**src/rtl/core/lcdmlt_pkg.sv**
```systemverilog
`timescale 1ns / 1ps
// ----------------------------------------------------------------------------
// LCD mode/line timing package
// Shared types and constants for the scan-line timing sequencer.
// ----------------------------------------------------------------------------
package lcdmlt_pkg;

	// default timing parameters
	localparam int LINE_CLOCKS_DEF     = 456;
	localparam int LINES_PER_FRAME_DEF = 155;
	localparam int VISIBLE_LINES_DEF   = 144;

	// phase exit points within a line
	localparam logic [9:0] OAM_END_CLK  = 10'd80;
	localparam logic [9:0] XFER_END_CLK = 10'd252;
	localparam logic [9:0] CLOCK_MAX    = 10'h3FF;

	// STAT mode codes
	localparam logic [1:0] MODE_HBLANK = 2'd0;
	localparam logic [1:0] MODE_VBLANK = 2'd1;
	localparam logic [1:0] MODE_OAM    = 2'd2;
	localparam logic [1:0] MODE_XFER   = 2'd3;

	typedef enum logic [5:0] {
		PH_OAM     = 6'b000001,
		PH_XFER    = 6'b000010,
		PH_HBLANK  = 6'b000100,
		PH_DONE    = 6'b001000,
		PH_VBENTRY = 6'b010000,
		PH_VBLANK  = 6'b100000
	} phase_t;

	typedef enum logic [2:0] {
		REG_LINE_COMPARE   = 3'd0,
		REG_HBLANK_IRQ_EN  = 3'd1,
		REG_VBLANK_IRQ_EN  = 3'd2,
		REG_OAM_IRQ_EN     = 3'd3,
		REG_COINC_IRQ_EN   = 3'd4
	} cfg_reg_t;

	typedef struct packed {
		logic [7:0] line_compare;
		logic       hblank_irq_enable;
		logic       vblank_status_irq_enable;
		logic       oam_irq_enable;
		logic       coincidence_irq_enable;
	} lcd_cfg_t;

	typedef struct packed {
		phase_t     phase;
		logic [9:0] line_clock;
		logic [7:0] line_counter;
		logic       ef_hblank;
		logic       ef_oam;
		logic       ef_xfer;
		logic       acc_oam;
		logic       acc_vram;
		logic [1:0] stat_bits;
	} lcd_state_t;

	typedef struct packed {
		logic [1:0] stat_mode;
		logic [7:0] line_number;
		logic       coincidence_set;
		logic       status_irq;
		logic       vblank_irq;
		logic       render_line;
		logic       frame_ready;
		logic       oam_access;
		logic       vram_access;
	} lcd_result_t;

endpackage

```
**src/rtl/core/lcdmlt_step.sv**
```systemverilog
`timescale 1ns / 1ps
// ----------------------------------------------------------------------------
// LCD timing step
// Next-state and result logic for one clock-count request: saturating line
// clock add, at most one phase transition, entry actions and irq requests.
// ----------------------------------------------------------------------------
module lcdmlt_step #(
	parameter int LINE_CLOCKS     = lcdmlt_pkg::LINE_CLOCKS_DEF,
	parameter int LINES_PER_FRAME = lcdmlt_pkg::LINES_PER_FRAME_DEF,
	parameter int VISIBLE_LINES   = lcdmlt_pkg::VISIBLE_LINES_DEF
) (
	input  lcdmlt_pkg::lcd_state_t  cur,
	input  lcdmlt_pkg::lcd_cfg_t    cfg,
	input  logic [7:0]              elapsed_clocks,
	output lcdmlt_pkg::lcd_state_t  nxt,
	output lcdmlt_pkg::lcd_result_t res
);
	import lcdmlt_pkg::*;

	localparam logic [9:0] LINE_END  = 10'(LINE_CLOCKS);
	localparam logic [8:0] VIS_LINE9 = 9'(VISIBLE_LINES);
	localparam logic [8:0] LPF_LINE9 = 9'(LINES_PER_FRAME);
	localparam logic [7:0] VIS_LINE8 = 8'(VISIBLE_LINES);
	// line after line VISIBLE_LINES, taken modulo the frame length
	localparam logic [7:0] FIRST_VB_LINE = 8'((VISIBLE_LINES + 1) % LINES_PER_FRAME);

	logic [10:0] sum;
	logic [9:0]  t;
	logic [8:0]  next_line;
	logic [7:0]  vb_line;
	logic        coin;
	logic        sirq;
	logic        virq;
	logic        render;
	logic        ready;

	assign sum       = {1'b0, cur.line_clock} + {3'b000, elapsed_clocks};
	assign t         = sum[10] ? CLOCK_MAX : sum[9:0];
	assign next_line = {1'b0, cur.line_counter} + 9'd1;
	// in V-blank the counter is either VISIBLE_LINES (the first V-blank line) or already below
	// the frame length, so no general modulo is needed
	assign vb_line   = (cur.line_counter == VIS_LINE8) ? FIRST_VB_LINE :
		(next_line == LPF_LINE9) ? 8'd0 : next_line[7:0];

	always_comb begin
		nxt            = cur;
		nxt.line_clock = t;
		coin           = 1'b0;
		sirq           = 1'b0;
		virq           = 1'b0;
		render         = 1'b0;
		ready          = 1'b0;
		unique case (cur.phase)
			PH_XFER: begin
				if (!cur.ef_xfer) begin
					nxt.stat_bits = MODE_XFER;
					nxt.acc_oam   = 1'b1;
					nxt.acc_vram  = 1'b1;
					nxt.ef_xfer   = 1'b1;
					nxt.ef_oam    = 1'b0;
					render        = 1'b1;
				end
				if (t > XFER_END_CLK)
					nxt.phase = PH_HBLANK;
			end
			PH_HBLANK: begin
				if (!cur.ef_hblank) begin
					sirq          = cfg.hblank_irq_enable;
					nxt.stat_bits = MODE_HBLANK;
					nxt.acc_oam   = 1'b0;
					nxt.acc_vram  = 1'b1;
					nxt.ef_hblank = 1'b1;
					nxt.ef_xfer   = 1'b0;
				end
				if (t > LINE_END)
					nxt.phase = PH_DONE;
			end
			PH_DONE: begin
				nxt.line_clock   = 10'd0;
				nxt.ef_hblank    = 1'b0;
				nxt.line_counter = next_line[7:0];
				coin = cfg.coincidence_irq_enable &&
					(next_line == {1'b0, cfg.line_compare});
				sirq = coin;
				nxt.phase = (next_line == VIS_LINE9) ? PH_VBENTRY : PH_OAM;
			end
			PH_VBENTRY: begin
				virq          = 1'b1;
				sirq          = cfg.vblank_status_irq_enable;
				nxt.stat_bits = MODE_VBLANK;
				nxt.acc_oam   = 1'b1;
				nxt.acc_vram  = 1'b1;
				ready         = 1'b1;
				nxt.phase     = PH_VBLANK;
			end
			PH_VBLANK: begin
				if (t >= LINE_END) begin
					nxt.line_clock   = 10'd0;
					nxt.line_counter = vb_line;
					coin = cfg.coincidence_irq_enable && (vb_line == cfg.line_compare);
					sirq = coin;
					if (next_line == LPF_LINE9)
						nxt.phase = PH_OAM;
				end
			end
			default: begin
				// OAM search; stray codes fall in here as well
				nxt.phase = PH_OAM;
				if (!cur.ef_oam) begin
					sirq          = cfg.oam_irq_enable;
					nxt.stat_bits = MODE_OAM;
					nxt.acc_oam   = 1'b0;
					nxt.acc_vram  = 1'b1;
					nxt.ef_oam    = 1'b1;
					nxt.ef_hblank = 1'b0;
				end
				if (t > OAM_END_CLK)
					nxt.phase = PH_XFER;
			end
		endcase
	end

	always_comb begin
		res.stat_mode       = nxt.stat_bits;
		res.line_number     = nxt.line_counter;
		res.coincidence_set = coin;
		res.status_irq      = sirq;
		res.vblank_irq      = virq;
		res.render_line     = render;
		res.frame_ready     = ready;
		res.oam_access      = nxt.acc_oam;
		res.vram_access     = nxt.acc_vram;
	end

endmodule

```
**src/rtl/core/lcd_mode_line_timing_unit.sv**
```systemverilog
`timescale 1ns / 1ps
// ----------------------------------------------------------------------------
// LCD mode/line timing unit
// Steps the LCD scan-line sequencer by the elapsed_clocks value of each request and
// reports STAT mode, LY, coincidence, interrupt requests and access flags.
// ----------------------------------------------------------------------------
//  channel   signals                                        direction
//  item      item_valid, item_stall, elapsed_clocks         in
//  result    result_valid, result_stall, stat_mode ...      out
//  config    cfg_valid, cfg_ready, cfg_index, cfg_data      in
//
//  One request per cycle unless the result stalls. A request goes through the
//  input register, then one pass of step logic into the result register and
//  the state. The line state feeds back through lcdmlt_step.
//  A stalled result holds; one more request waits in the input register.
//  arst_n clears state to OAM search, line 0, both access flags set.
//  Config writes are always ready and take effect on the next step.
// ----------------------------------------------------------------------------
module lcd_mode_line_timing_unit #(
	parameter int LINE_CLOCKS     = lcdmlt_pkg::LINE_CLOCKS_DEF,
	parameter int LINES_PER_FRAME = lcdmlt_pkg::LINES_PER_FRAME_DEF,
	parameter int VISIBLE_LINES   = lcdmlt_pkg::VISIBLE_LINES_DEF
) (
	input  logic       clk,
	input  logic       arst_n,

	input  logic       cfg_valid,
	output logic       cfg_ready,
	input  logic [2:0] cfg_index,
	input  logic [7:0] cfg_data,

	input  logic       item_valid,
	output logic       item_stall,
	input  logic [7:0] elapsed_clocks,

	output logic       result_valid,
	input  logic       result_stall,
	output logic [1:0] stat_mode,
	output logic [7:0] line_number,
	output logic       coincidence_set,
	output logic       status_irq,
	output logic       vblank_irq,
	output logic       render_line,
	output logic       frame_ready,
	output logic       oam_access,
	output logic       vram_access
);
	import lcdmlt_pkg::*;

	localparam lcd_state_t STATE_RESET = '{
		phase:        PH_OAM,
		line_clock:   10'd0,
		line_counter: 8'd0,
		ef_hblank:    1'b0,
		ef_oam:       1'b0,
		ef_xfer:      1'b0,
		acc_oam:      1'b1,
		acc_vram:     1'b1,
		stat_bits:    MODE_HBLANK
	};

	lcd_cfg_t    cfg_q;
	lcd_state_t  state_q;
	lcd_state_t  state_nxt;
	lcd_result_t step_res;
	lcd_result_t res_q;
	logic        valid_s1;
	logic [7:0]  elapsed_s1;
	logic        result_valid_q;
	logic        advance;
	logic        accept;

	assign cfg_ready  = 1'b1;
	assign advance    = valid_s1 && (!result_valid_q || !result_stall);
	assign item_stall = valid_s1 && !advance;
	assign accept     = item_valid && !item_stall;

	always_ff @(posedge clk or negedge arst_n) begin
		if (!arst_n) begin
			cfg_q <= '0;
		end else if (cfg_valid) begin
			unique case (cfg_reg_t'(cfg_index))
				REG_LINE_COMPARE:  cfg_q.line_compare             <= cfg_data;
				REG_HBLANK_IRQ_EN: cfg_q.hblank_irq_enable        <= cfg_data[0];
				REG_VBLANK_IRQ_EN: cfg_q.vblank_status_irq_enable <= cfg_data[0];
				REG_OAM_IRQ_EN:    cfg_q.oam_irq_enable           <= cfg_data[0];
				REG_COINC_IRQ_EN:  cfg_q.coincidence_irq_enable   <= cfg_data[0];
				default: ;
			endcase
		end
	end

	always_ff @(posedge clk or negedge arst_n) begin
		if (!arst_n) begin
			valid_s1 <= 1'b0;
		end else if (accept) begin
			valid_s1 <= 1'b1;
		end else if (advance) begin
			valid_s1 <= 1'b0;
		end
	end

	always_ff @(posedge clk) begin
		if (accept)
			elapsed_s1 <= elapsed_clocks;
	end

	lcdmlt_step #(
		.LINE_CLOCKS     (LINE_CLOCKS),
		.LINES_PER_FRAME (LINES_PER_FRAME),
		.VISIBLE_LINES   (VISIBLE_LINES)
	) u_step (
		.cur            (state_q),
		.cfg            (cfg_q),
		.elapsed_clocks (elapsed_s1),
		.nxt            (state_nxt),
		.res            (step_res)
	);

	always_ff @(posedge clk or negedge arst_n) begin
		if (!arst_n) begin
			state_q              <= STATE_RESET;
			result_valid_q       <= 1'b0;
		end else if (advance) begin
			state_q              <= state_nxt;
			result_valid_q       <= 1'b1;
		end else if (!result_stall) begin
			result_valid_q       <= 1'b0;
		end
	end

	always_ff @(posedge clk) begin
		if (advance)
			res_q <= step_res;
	end

	assign result_valid    = result_valid_q;
	assign stat_mode       = res_q.stat_mode;
	assign line_number     = res_q.line_number;
	assign coincidence_set = res_q.coincidence_set;
	assign status_irq      = res_q.status_irq;
	assign vblank_irq      = res_q.vblank_irq;
	assign render_line     = res_q.render_line;
	assign frame_ready     = res_q.frame_ready;
	assign oam_access      = res_q.oam_access;
	assign vram_access     = res_q.vram_access;

`ifndef SYNTHESIS
	a_stall_needs_s1: assert property (@(posedge clk) disable iff (!arst_n)
		item_stall |-> valid_s1)
		else $error("input stalled with empty input register");

	a_frame_ready_vblank: assert property (@(posedge clk) disable iff (!arst_n)
		result_valid && frame_ready |-> vblank_irq && stat_mode == MODE_VBLANK)
		else $error("frame_ready without V-blank entry");

	a_render_in_xfer: assert property (@(posedge clk) disable iff (!arst_n)
		result_valid && render_line |-> stat_mode == MODE_XFER && oam_access && vram_access)
		else $error("render request outside transfer entry");

	a_coinc_irq: assert property (@(posedge clk) disable iff (!arst_n)
		result_valid && coincidence_set |-> status_irq && cfg_q.coincidence_irq_enable)
		else $error("coincidence without status irq");

	a_line_advance: assert property (@(posedge clk) disable iff (!arst_n)
		advance && state_q.phase == PH_DONE |=> state_q.line_clock == 10'd0)
		else $error("line clock not cleared at line end");
`endif

endmodule

```
**config.mk**
```make
export PLATFORM = sky130hd
export DESIGN_NAME = lcd_mode_line_timing_unit
export DESIGN_NICKNAME = d
export VERILOG_FILES = /design/src/rtl/core/lcdmlt_pkg.sv /design/src/rtl/core/lcdmlt_step.sv /design/src/rtl/core/lcd_mode_line_timing_unit.sv
export SDC_FILE = /design/constraint.sdc
export NUM_CORES = 1
export LEC_CHECK = 0
export BUFFER_PORTS_ARGS = -buffer_cell sky130_fd_sc_hd__buf_2
export CORE_ASPECT_RATIO = 1.2
export CORE_MARGIN = 3
export CORE_UTILIZATION = 40
export CTS_BUF_LIST = sky130_fd_sc_hd__clkbuf_4
export CTS_CLUSTER_DIAMETER = 50
export DETAILED_ROUTE_END_ITERATION = 10
export GPL_ROUTABILITY_DRIVEN = 0
export PLACE_DENSITY = 0.62
export SLEW_MARGIN = 0
export SYNTH_ARGS = -nofsm -noshare
export SYNTH_HDL_FRONTEND = slang
export SYNTH_SLANG_ARGS = --single-unit
```
**constraint.sdc**
```tcl
create_clock -name clk -period 9 [get_ports clk]
set_input_delay 1.8 -clock clk [delete_from_list [all_inputs] [get_ports clk]]
set_output_delay 1.8 -clock clk [all_outputs]
set_load 0.02 [all_outputs]
```
## Word-level counts from Yosys, hierarchy flattened

Index checks and enable logic that the tools add are counted.

- $add $sub $neg: 2
- $lt $le $gt $ge: 4
- Equality and inequality tests: 22
- Multiplexer cells: 30
- Bitwise logic cells: 2
- Reductions and logical operators: 25

Operators with widths:

| cell | count |
|---|---|
| $pmux W18 S2 | 1 |
| $pmux W6 S5 | 1 |
| $mux W24 | 1 |
| $mux W6 | 4 |
| $eq A9 B8 Y1 const B | 2 |
| $mux W8 | 2 |
| $pmux W4 S4 | 1 |
| $add A10 B8 Y11 | 1 |
| $ge A10 B9 Y1 const B | 1 |
| $gt A10 B7 Y1 const B | 1 |
| $gt A10 B8 Y1 const B | 1 |
| $gt A10 B9 Y1 const B | 1 |
| $mux W10 | 1 |
| $mux W5 | 2 |
| $ne A2 B1 Y1 const B | 5 |
| $reduce_and A2 Y1 | 5 |
| $add A8 B1 Y9 const B | 1 |
| $eq A9 B8 Y1 | 1 |
| $mux W1 | 9 |
| $reduce_and A3 Y1 | 3 |
| $eq A8 B8 Y1 | 1 |
| $eq A8 B8 Y1 const B | 1 |
| $eq A3 B2 Y1 const B | 2 |
| $eq A6 B2 Y1 const B | 1 |
| 23 further kinds | 36 |

- Flip-flop bits (word level): 69
- Input port bits: 24
- Output and inout bits: 20
- Logic and storage cells: 110

## Depth between registers and ports, before layout

Gate-level depths: netlist (run 1).

- Depth after elaboration: 8
- Depth in mapped cells: 12
- Depth with buffers taken out: 11

## By module

From an unflattened synthesis (run 1), not the netlist that was laid out.

- Cells, all modules: 389
- Area total of the unflattened synthesis: 4215.3 um^2

By module, submodules not included:

| module | times used | cells an instance | area each (um^2) | seq. area each (um^2) |
|---|---|---|---|---|
| lcd_mode_line_timing_unit | 1 | 129 | 2498.6 | 1880.6 |
| lcdmlt_step | 1 | 260 | 1716.6 | 0.0 |

## Worst setup path after synthesis (run 1)

No wires, ideal clock.

- Path kind: input -> output
- Start point: input port result_stall
- End point: output port item_stall
- Arrival time: 2.049 ns
- Data required time: 7.200 ns
- Path slack: 5.151 ns
- Stages on the path: 2
- Buffers on the path: 0
- Path through: nand3_1 inv_1

- Longest elaborated chain between the ends: 5

RTL lines:

| what | line | source |
|---|---|---|
| from (decl) | lcd_mode_line_timing_unit.sv:37 | `input logic result_stall,` |
| $logic_not A1 Y1 | - |  |
| $logic_or A1 B1 Y1 | lcd_mode_line_timing_unit.sv:74 | `assign advance = valid_s1 && (!result_valid_q \|\| !result_stall);` |
| $logic_and A1 B1 Y1 | lcd_mode_line_timing_unit.sv:74 |  |
| $logic_not A1 Y1 | lcd_mode_line_timing_unit.sv:75 | `assign item_stall = valid_s1 && !advance;` |
| $logic_and A1 B1 Y1 | lcd_mode_line_timing_unit.sv:75 |  |
| to (decl) | lcd_mode_line_timing_unit.sv:33 | `output logic item_stall,` |

No other way between the ends.

## Worst setup path in the final report (run 1)

Same ends and word-level chain as after synthesis.

==> results.json, run 1 <==
{
  "vias": 3377,
  "grt_pass1_vias": 3243,
  "max_freq_ghz": 0.250,
  "synth_area_leaders": "dfrtp_1 (24%), edfxtp_1 (16%), nand2_1 (3.9%)",
  "synth_edf_count": 24,
  "finClkSkew_ns": 0.0133,
  "start_util": 0.413,
  "power_mw": 1.51,
  "chipHeight_um": 121,
  "ys_seq_elements": 69,
  "clock_latency_ns": 0.43,
  "crit_fanout": 3,
  "syn_inst": 437,
  "cp_top_family": "buffers and inverters",
  "synth_ff_type": "dfrtp_1",
  "crit_arrival_ns": 2.20,
  "die_w_um": 102,
  "diodes": 0,
  "drv_cap": 0,
  "finalMaxSlewViolations": 0,
  "grt_pass1_wl_mm": 16.1,
  "synth_top_cell_by_area": "dfrtp_1",
  "nets": 503,
  "cts_buffer_depth": 2,
  "syn_area_um2": 4380,
  "syn-num-nets": 473,
  "root_buffer": "clkbuf_4",
  "cts-resized-gates": 0,
  "slew-limit-headroom": 0.312,
  "via_per_inst": 5.62,
  "cp_cell_sequence": "buf_2 > nand3_1 > inv_1 > buf_2",
  "grt_max_degree": 46,
  "ant_nets": 0,
  "setup_viol": 0,
  "ys_warn_count": 0,
  "async_flop_share": 0.652,
  "post_drt_wl_per_cell_um": 15.9,
  "min_period_ns": 4.00,
  "synthDistinctLibCells": 81,
  "startpoint_type": "primary input",
  "drt-initial-drc-count": 166,
  "tightest_slew_ns": 1.03,
  "tns_ns": 0,
  "max_stage_delay_ns": 0.15,
  "core_um2": 10600,
  "clk_pin_slew_ns": 0.11,
  "antenna_found_initial": 0,
  "cts_setup_buffers": 0,
  "syn_to_final_growth_pct": 9.48,
  "drive_gt1_frac": 0.233,
  "cp-end-kind": "primary output",
  "p_per_area_nw_per_um2": 315,
  "cts_buffers": 9,
  "grt_overflow_total": 0,
  "drc_errors": 0,
  "io_pins": 44,
  "finalHoldViolCount": 0,
  "seq_area_frac_synth": 0.422,
  "crit_buf_inv": 3,
  "synth_top_area_share": 0.240,
  "htree_levels": 3,
  "fin_crit_sh": 0.445,
  "critical_path.most_common_cell": "buf_2",
  "synth_area_per_cell_um2": 10.0,
  "fillers": 1000,
  "drt_pre_antenna_iters": 5,
  "crit_path_top_delay_cell": "buf_2",
  "p_leak_nw": 1.99,
  "hold_class": "reg -> reg",
  "clock-sinks": 69,
  "ir_drop_mv": 0.113,
  "grt_use_total": 0.167,
  "status": "completed",
  "dp_hpwl_mm": 6.99,
  "cts_tree": "done",
  "rsz0062_at_grt": "false",
  "num_rows": 41,
  "fp.dieArea_um2": 12300,
  "critPathKind": "in -> out",
  "drt_wl_total_mm": 9.54,
  "numPortBuffers": 42,
  "hold_buffers": 0,
  "required_ns": 7.20
}
==> cell type report <==
type                       count  area [um^2]  share of cell area
sequential                    69         1850               0.386
inverter                      17         63.8              0.0133
timing repair buffer          43          218              0.0454
tap                          129          161              0.0336
clock buffer                   9         67.6              0.0141
multi-input combinational    327         2320               0.484
clock inverter                 7          114              0.0237
==> synth_stat cells, drive strengths merged (6+ instances only) <==
library cell / n
a21o: 8
clkbuf: 11
ha: 11
nand3b: 6
nand3: 13
a31oi: 7
nor3: 10
xor2: 13
nand2: 48
buf: 13
edfxtp: 24
dfrtp: 42
xnor2: 13
a21oi: 16
nand4: 6
nor2: 41
inv: 16
o21ai: 28
o31ai: 8
mux2: 19
==> power by group <==
group | switching, mW | internal (mW) | total (mW)
Clock | 0.114 | 0.140 | 0.254
Combinational | 0.448 | 0.310 | 0.758
Sequential | 0.0860 | 0.414 | 0.500
==> cells by family after synthesis <==
family          Yosys count  share of synthesized area
other cells               1                   0.000856
compound gates          112                      0.196
fa+ha+maj                12                     0.0360
flops                    69                      0.422
simple gates            157                      0.189
mux                      19                     0.0540
xor+xnor                 26                     0.0537
buf+inv                  41                     0.0477
==> placed cells by master, fill, tap and decap left out, types with 4 or more instances in the layout <==
cell / instances
xnor2_1: 12
a211oi_1: 5
mux2_4: 6
a21oi_1: 15
o21ai_0: 23
nand3b_1: 4
nand2_1: 46
a31oi_1: 6
xor2_1: 13
nor3_1: 9
inv_1: 16
and2_1: 4
and3_1: 5
o21a_1: 5
edfxtp_1: 24
buf_2: 42
a21o_1: 7
ha_1: 11
o31ai_1: 4
mux2_2: 13
nand3_1: 12
nand2b_1: 4
clkbuf_4: 9
nor2_1: 40
or2_2: 4
o22ai_1: 5
nand4_1: 6
dfrtp_1: 42
==> through the flow <==
stage	instance area [um^2]	instances	util	hold WS, ns	setup slack, ns
after floorplan	4380	437	-	0.455	5.15
after global placement	4620	585	0.435	0.477	4.97
after detailed placement	4620	585	0.435	0.479	4.85
after CTS	4800	601	0.452	0.510	4.99
after global routing	4800	601	0.452	0.528	4.84
final	4800	601	0.452	0.509	5.00
==> registers in the layout (all words and copies together), names as in the netlist <==
signal and flops:
valid_s1 1, oam_access 1, stat_mode 2, frame_ready 1, cfg_q 12, state_q 31
render_line 1, vram_access 1, elapsed_s1 8, coincidence_set 1, line_number 8, status_irq 1
result_valid 1
==> layer usage <==
layer,global-route usage,part of all wire,vias up
li1,-,-,1664
met1,0.212,0.44,1628
met2,0.277,0.50,66
met3,0.0375,0.035,19
met4,0.0549,0.020,0
met5,0,0,-
==> path summary, 6_finish.rpt <==
check	slack, ns	startpoint	cells after the start	endpoint
worst max-delay path	5.00	result_stall	4	item_stall
worst min-delay path	0.51	valid_s1	1	result_valid
worst max register to register	5.11	state_q[15]	10	state_q[7]
worst min register to register	0.51	valid_s1	1	result_valid
max in group asynchronous	6.82	arst_n	1	state_q[10]
min in group asynchronous	1.54	arst_n	1	state_q[0]
Note: power is estimated with default switching activity, not from simulation.
==> inputs of run 2 (changes only) <==
--- a/config.mk
+++ b/config.mk
@@ -5,6 +5,7 @@
 export SDC_FILE = /design/constraint.sdc
 export NUM_CORES = 1
 export LEC_CHECK = 0
+export ABC_AREA = 1
 export BUFFER_PORTS_ARGS = -buffer_cell sky130_fd_sc_hd__buf_2
 export CORE_ASPECT_RATIO = 1.2
 export CORE_MARGIN = 3
==> constraint.sdc (replaced) <==
create_clock -name clk -period 3.7 [get_ports clk]
set_input_delay 0.74 -clock clk [delete_from_list [all_inputs] [get_ports clk]]
set_output_delay 0.74 -clock clk [all_outputs]
set_load 0.02 [all_outputs]
==> run 2 against run 1 <==
Sequential share of layout area decreased by 0.43 points. Hold slack got worse by 0.053 ns. Routed wire length increased by 5.7%. Sequential cell count unchanged. Global-route usage increased by 0.93 points. Critical path type is now reg -> reg.
==> results.json, run 2 <==
{
  "synth_top_family_by_area": "simple AND/OR/NAND/NOR gates",
  "cp-end-kind": "register",
  "p_int_mw": 1.98,
  "synth_compound_area_frac": 0.0701,
  "synth_edf_count": 24,
  "hold_buffers": 0,
  "htree_levels": 3,
  "tightest_slew_ns": 1.03,
  "netSwitchingPower_mw": 1.78,
  "power_mw": 3.76,
  "dp.cells": 736,
  "max_freq_ghz": 0.377,
  "yosys-top-cells-count": "nand2_1 (173), inv_1 (72), nand3_1 (57)",
  "fin_crit_sh": 0.716,
  "p_leak_nw": 2.47,
  "seqPwrFrac": 0.322,
  "muxShareOfSynthArea": 0.00775,
  "cp_cell_sequence": "ha_1 > fa_1 > nand2_1 > nand2_2 > nand3_2 > nand2_2 > nand2_4 > nand3_2 > nand2_1 > inv_1 > nand2_2 > nand2_4 > nand2_4 > nand2_1 > nand3_1 > nand3_1",
  "p_comb_frac": 0.532,
  "grt_pass1_wl_mm": 16.9,
  "setup_viol": 0,
  "clock-sinks": 69,
  "drc_errors": 0,
  "final_area_um2": 4850,
  "switching_share": 0.473,
  "synth_top_cell_by_area": "dfrtp_1",
  "dp_slack_ns": 1.05,
  "ys_warn_count": 0,
  "synth_top_area_share": 0.241,
  "cts_tree": "done",
  "cts_buffers": 9,
  "finalHoldViolCount": 0,
  "crit_fanout": 13,
  "antenna_found_initial": 1,
  "tns_ns": 0,
  "cts_buffer_depth": 2,
  "synth_fa_ha_area_frac": 0.0362,
  "p_per_area_nw_per_um2": 775,
  "hold_class": "in -> async",
  "numPortBuffers": 42,
  "async_flop_share": 0.652,
  "slew-limit-headroom": 0.312,
  "num_rows": 41,
  "syn_area_um2": 4360,
  "clkPwrFrac": 0.146,
  "grt_pass1_vias": 3668,
  "core_um2": 10600,
  "final_cell_mix": "nand2_1 (173), inv_1 (72), nand3_1 (57)",
  "clock_latency_ns": 0.45,
  "place_area_um2": 4690,
  "layout_commonest_cell": "nand2_1",
  "post_drt_wl_per_cell_um": 13.4,
  "io_pins": 44,
  "drive_gt1_frac": 0.152,
  "syn-num-nets": 608,
  "ant_nets": 0,
  "syn_inst": 572,
  "min_period_ns": 2.65,
  "ys_seq_elements": 69,
  "synthDistinctLibCells": 51,
  "fp.dieArea_um2": 12200,
  "yosysMostFrequentCell": "nand2_1",
  "setup_slack_ns": 1.05,
  "nets": 654,
  "synthXorXnorAreaFrac": 0.0161,
  "ir_drop_mv": 0.332,
  "status": "completed",
  "grt_max_degree": 46,
  "critPathKind": "reg -> reg",
  "seq_area_frac_synth": 0.425,
  "whs_ns": 0.456,
  "finClkSkew_ns": 0.0159,
  "crit_path_top_delay_cell": "fa_1",
  "dp_hpwl_mm": 7.61,
  "chipHeight_um": 120,
  "synth_simple_gate_area_frac": 0.365,
  "grt_overflow_total": 0,
  "synth_ff_type": "dfrtp_1",
  "drt_wl_total_mm": 10.1,
  "drt_pre_antenna_iters": 5,
  "crit_arrival_ns": 2.83,
  "drt-initial-drc-count": 239,
  "reg2reg_slack_ns": 1.05,
  "rsz0062_at_grt": "false",
  "finalMaxSlewViolations": 0,
  "largest_reg_flops": 31,
  "synth_area_per_cell_um2": 7.62,
  "synth_area_leaders": "dfrtp_1 (24%), edfxtp_1 (17%), nand2_1 (15%)",
  "final_util": 0.459,
  "max_stage_delay_ns": 0.42,
  "vias": 3912,
  "cts-resized-gates": 0,
  "start_util": 0.412,
  "drv_cap": 0,
  "fillers": 1063,
  "die_w_um": 101,
  "clk_pin_slew_ns": 0.12,
  "fin_cells": 753,
  "regMostFlops": "state_q",
  "grt_use_total": 0.176,
  "root_buffer": "clkbuf_4",
  "syn_to_final_growth_pct": 11.3,
  "via_per_inst": 5.20,
  "startpoint_type": "register",
  "required_ns": 3.88,
  "cts_setup_buffers": 0,
  "reg.largest.list": "state_q: 31 flops, cfg_q: 12 flops"
}
run 2: critical path: cells and delay by family (launching register included):
family / cells / cell delay [ns]
buffers and inverters: 1 / 0.05
AND/OR/NAND/NOR: 13 / 1.27
flip-flops: 1 / 0.41
adder cells (fa/ha/maj): 2 / 0.68
run 2: layout make-up:
| cell class | instances | area [um^2] | share of cell area |
|---|---|---|---|
| Multi-Input combinational cell | 417 | 2160 | 0.446 |
| Inverter | 76 | 288 | 0.0593 |
| Antenna cell | 1 | 2.50 | 0.000516 |
| Clock inverter | 6 | 78.8 | 0.0162 |
| Tap cell | 129 | 161 | 0.0333 |
| Timing Repair Buffer | 45 | 233 | 0.0480 |
| Sequential cell | 69 | 1850 | 0.381 |
| Clock buffer | 10 | 75.1 | 0.0155 |
run 2: power by group through the flow:
stage                     registers, mW  logic [mW]  clock network, mW
after CTS                          1.21        2.00              0.565
after floorplan                    1.23        1.51                  0
after detailed placement           1.22        1.98                  0
after global routing               1.24        2.26              0.602
final                              1.21        2.00              0.550
after global placement             1.22        1.95                  0
run 2: cells by family after synthesis:
logic type               after synthesis
AO/OA/AOI/OAI                         52
XOR/XNOR                               8
adder cells (fa/ha/maj)               12
buffers and inverters                 86
flip-flops                            69
multiplexers                           3
other                                  1
AND/OR/NAND/NOR                      341
run 2: routing by layer:
layer  up-vias  GRT usage  share of wire
met5         -          0              0
met4         0     0.0998          0.032
met3        28     0.0306          0.056
met2       115      0.278           0.48
met1      1802      0.225           0.43
li1       1967          -              -
run 2: final timing paths:
kind | start | to | cells past startpoint
max in group asynchronous | arst_n | state_q[19] | 1
setup reg to reg | state_q[15] | line_number[7] | 16
setup / recovery | state_q[15] | line_number[7] | 16
hold / removal | arst_n | cfg_q[2] | 1
min in group clk | elapsed_clocks[3] | elapsed_s1[3] | 1
hold reg to reg | state_q[25] | state_q[25] | 2
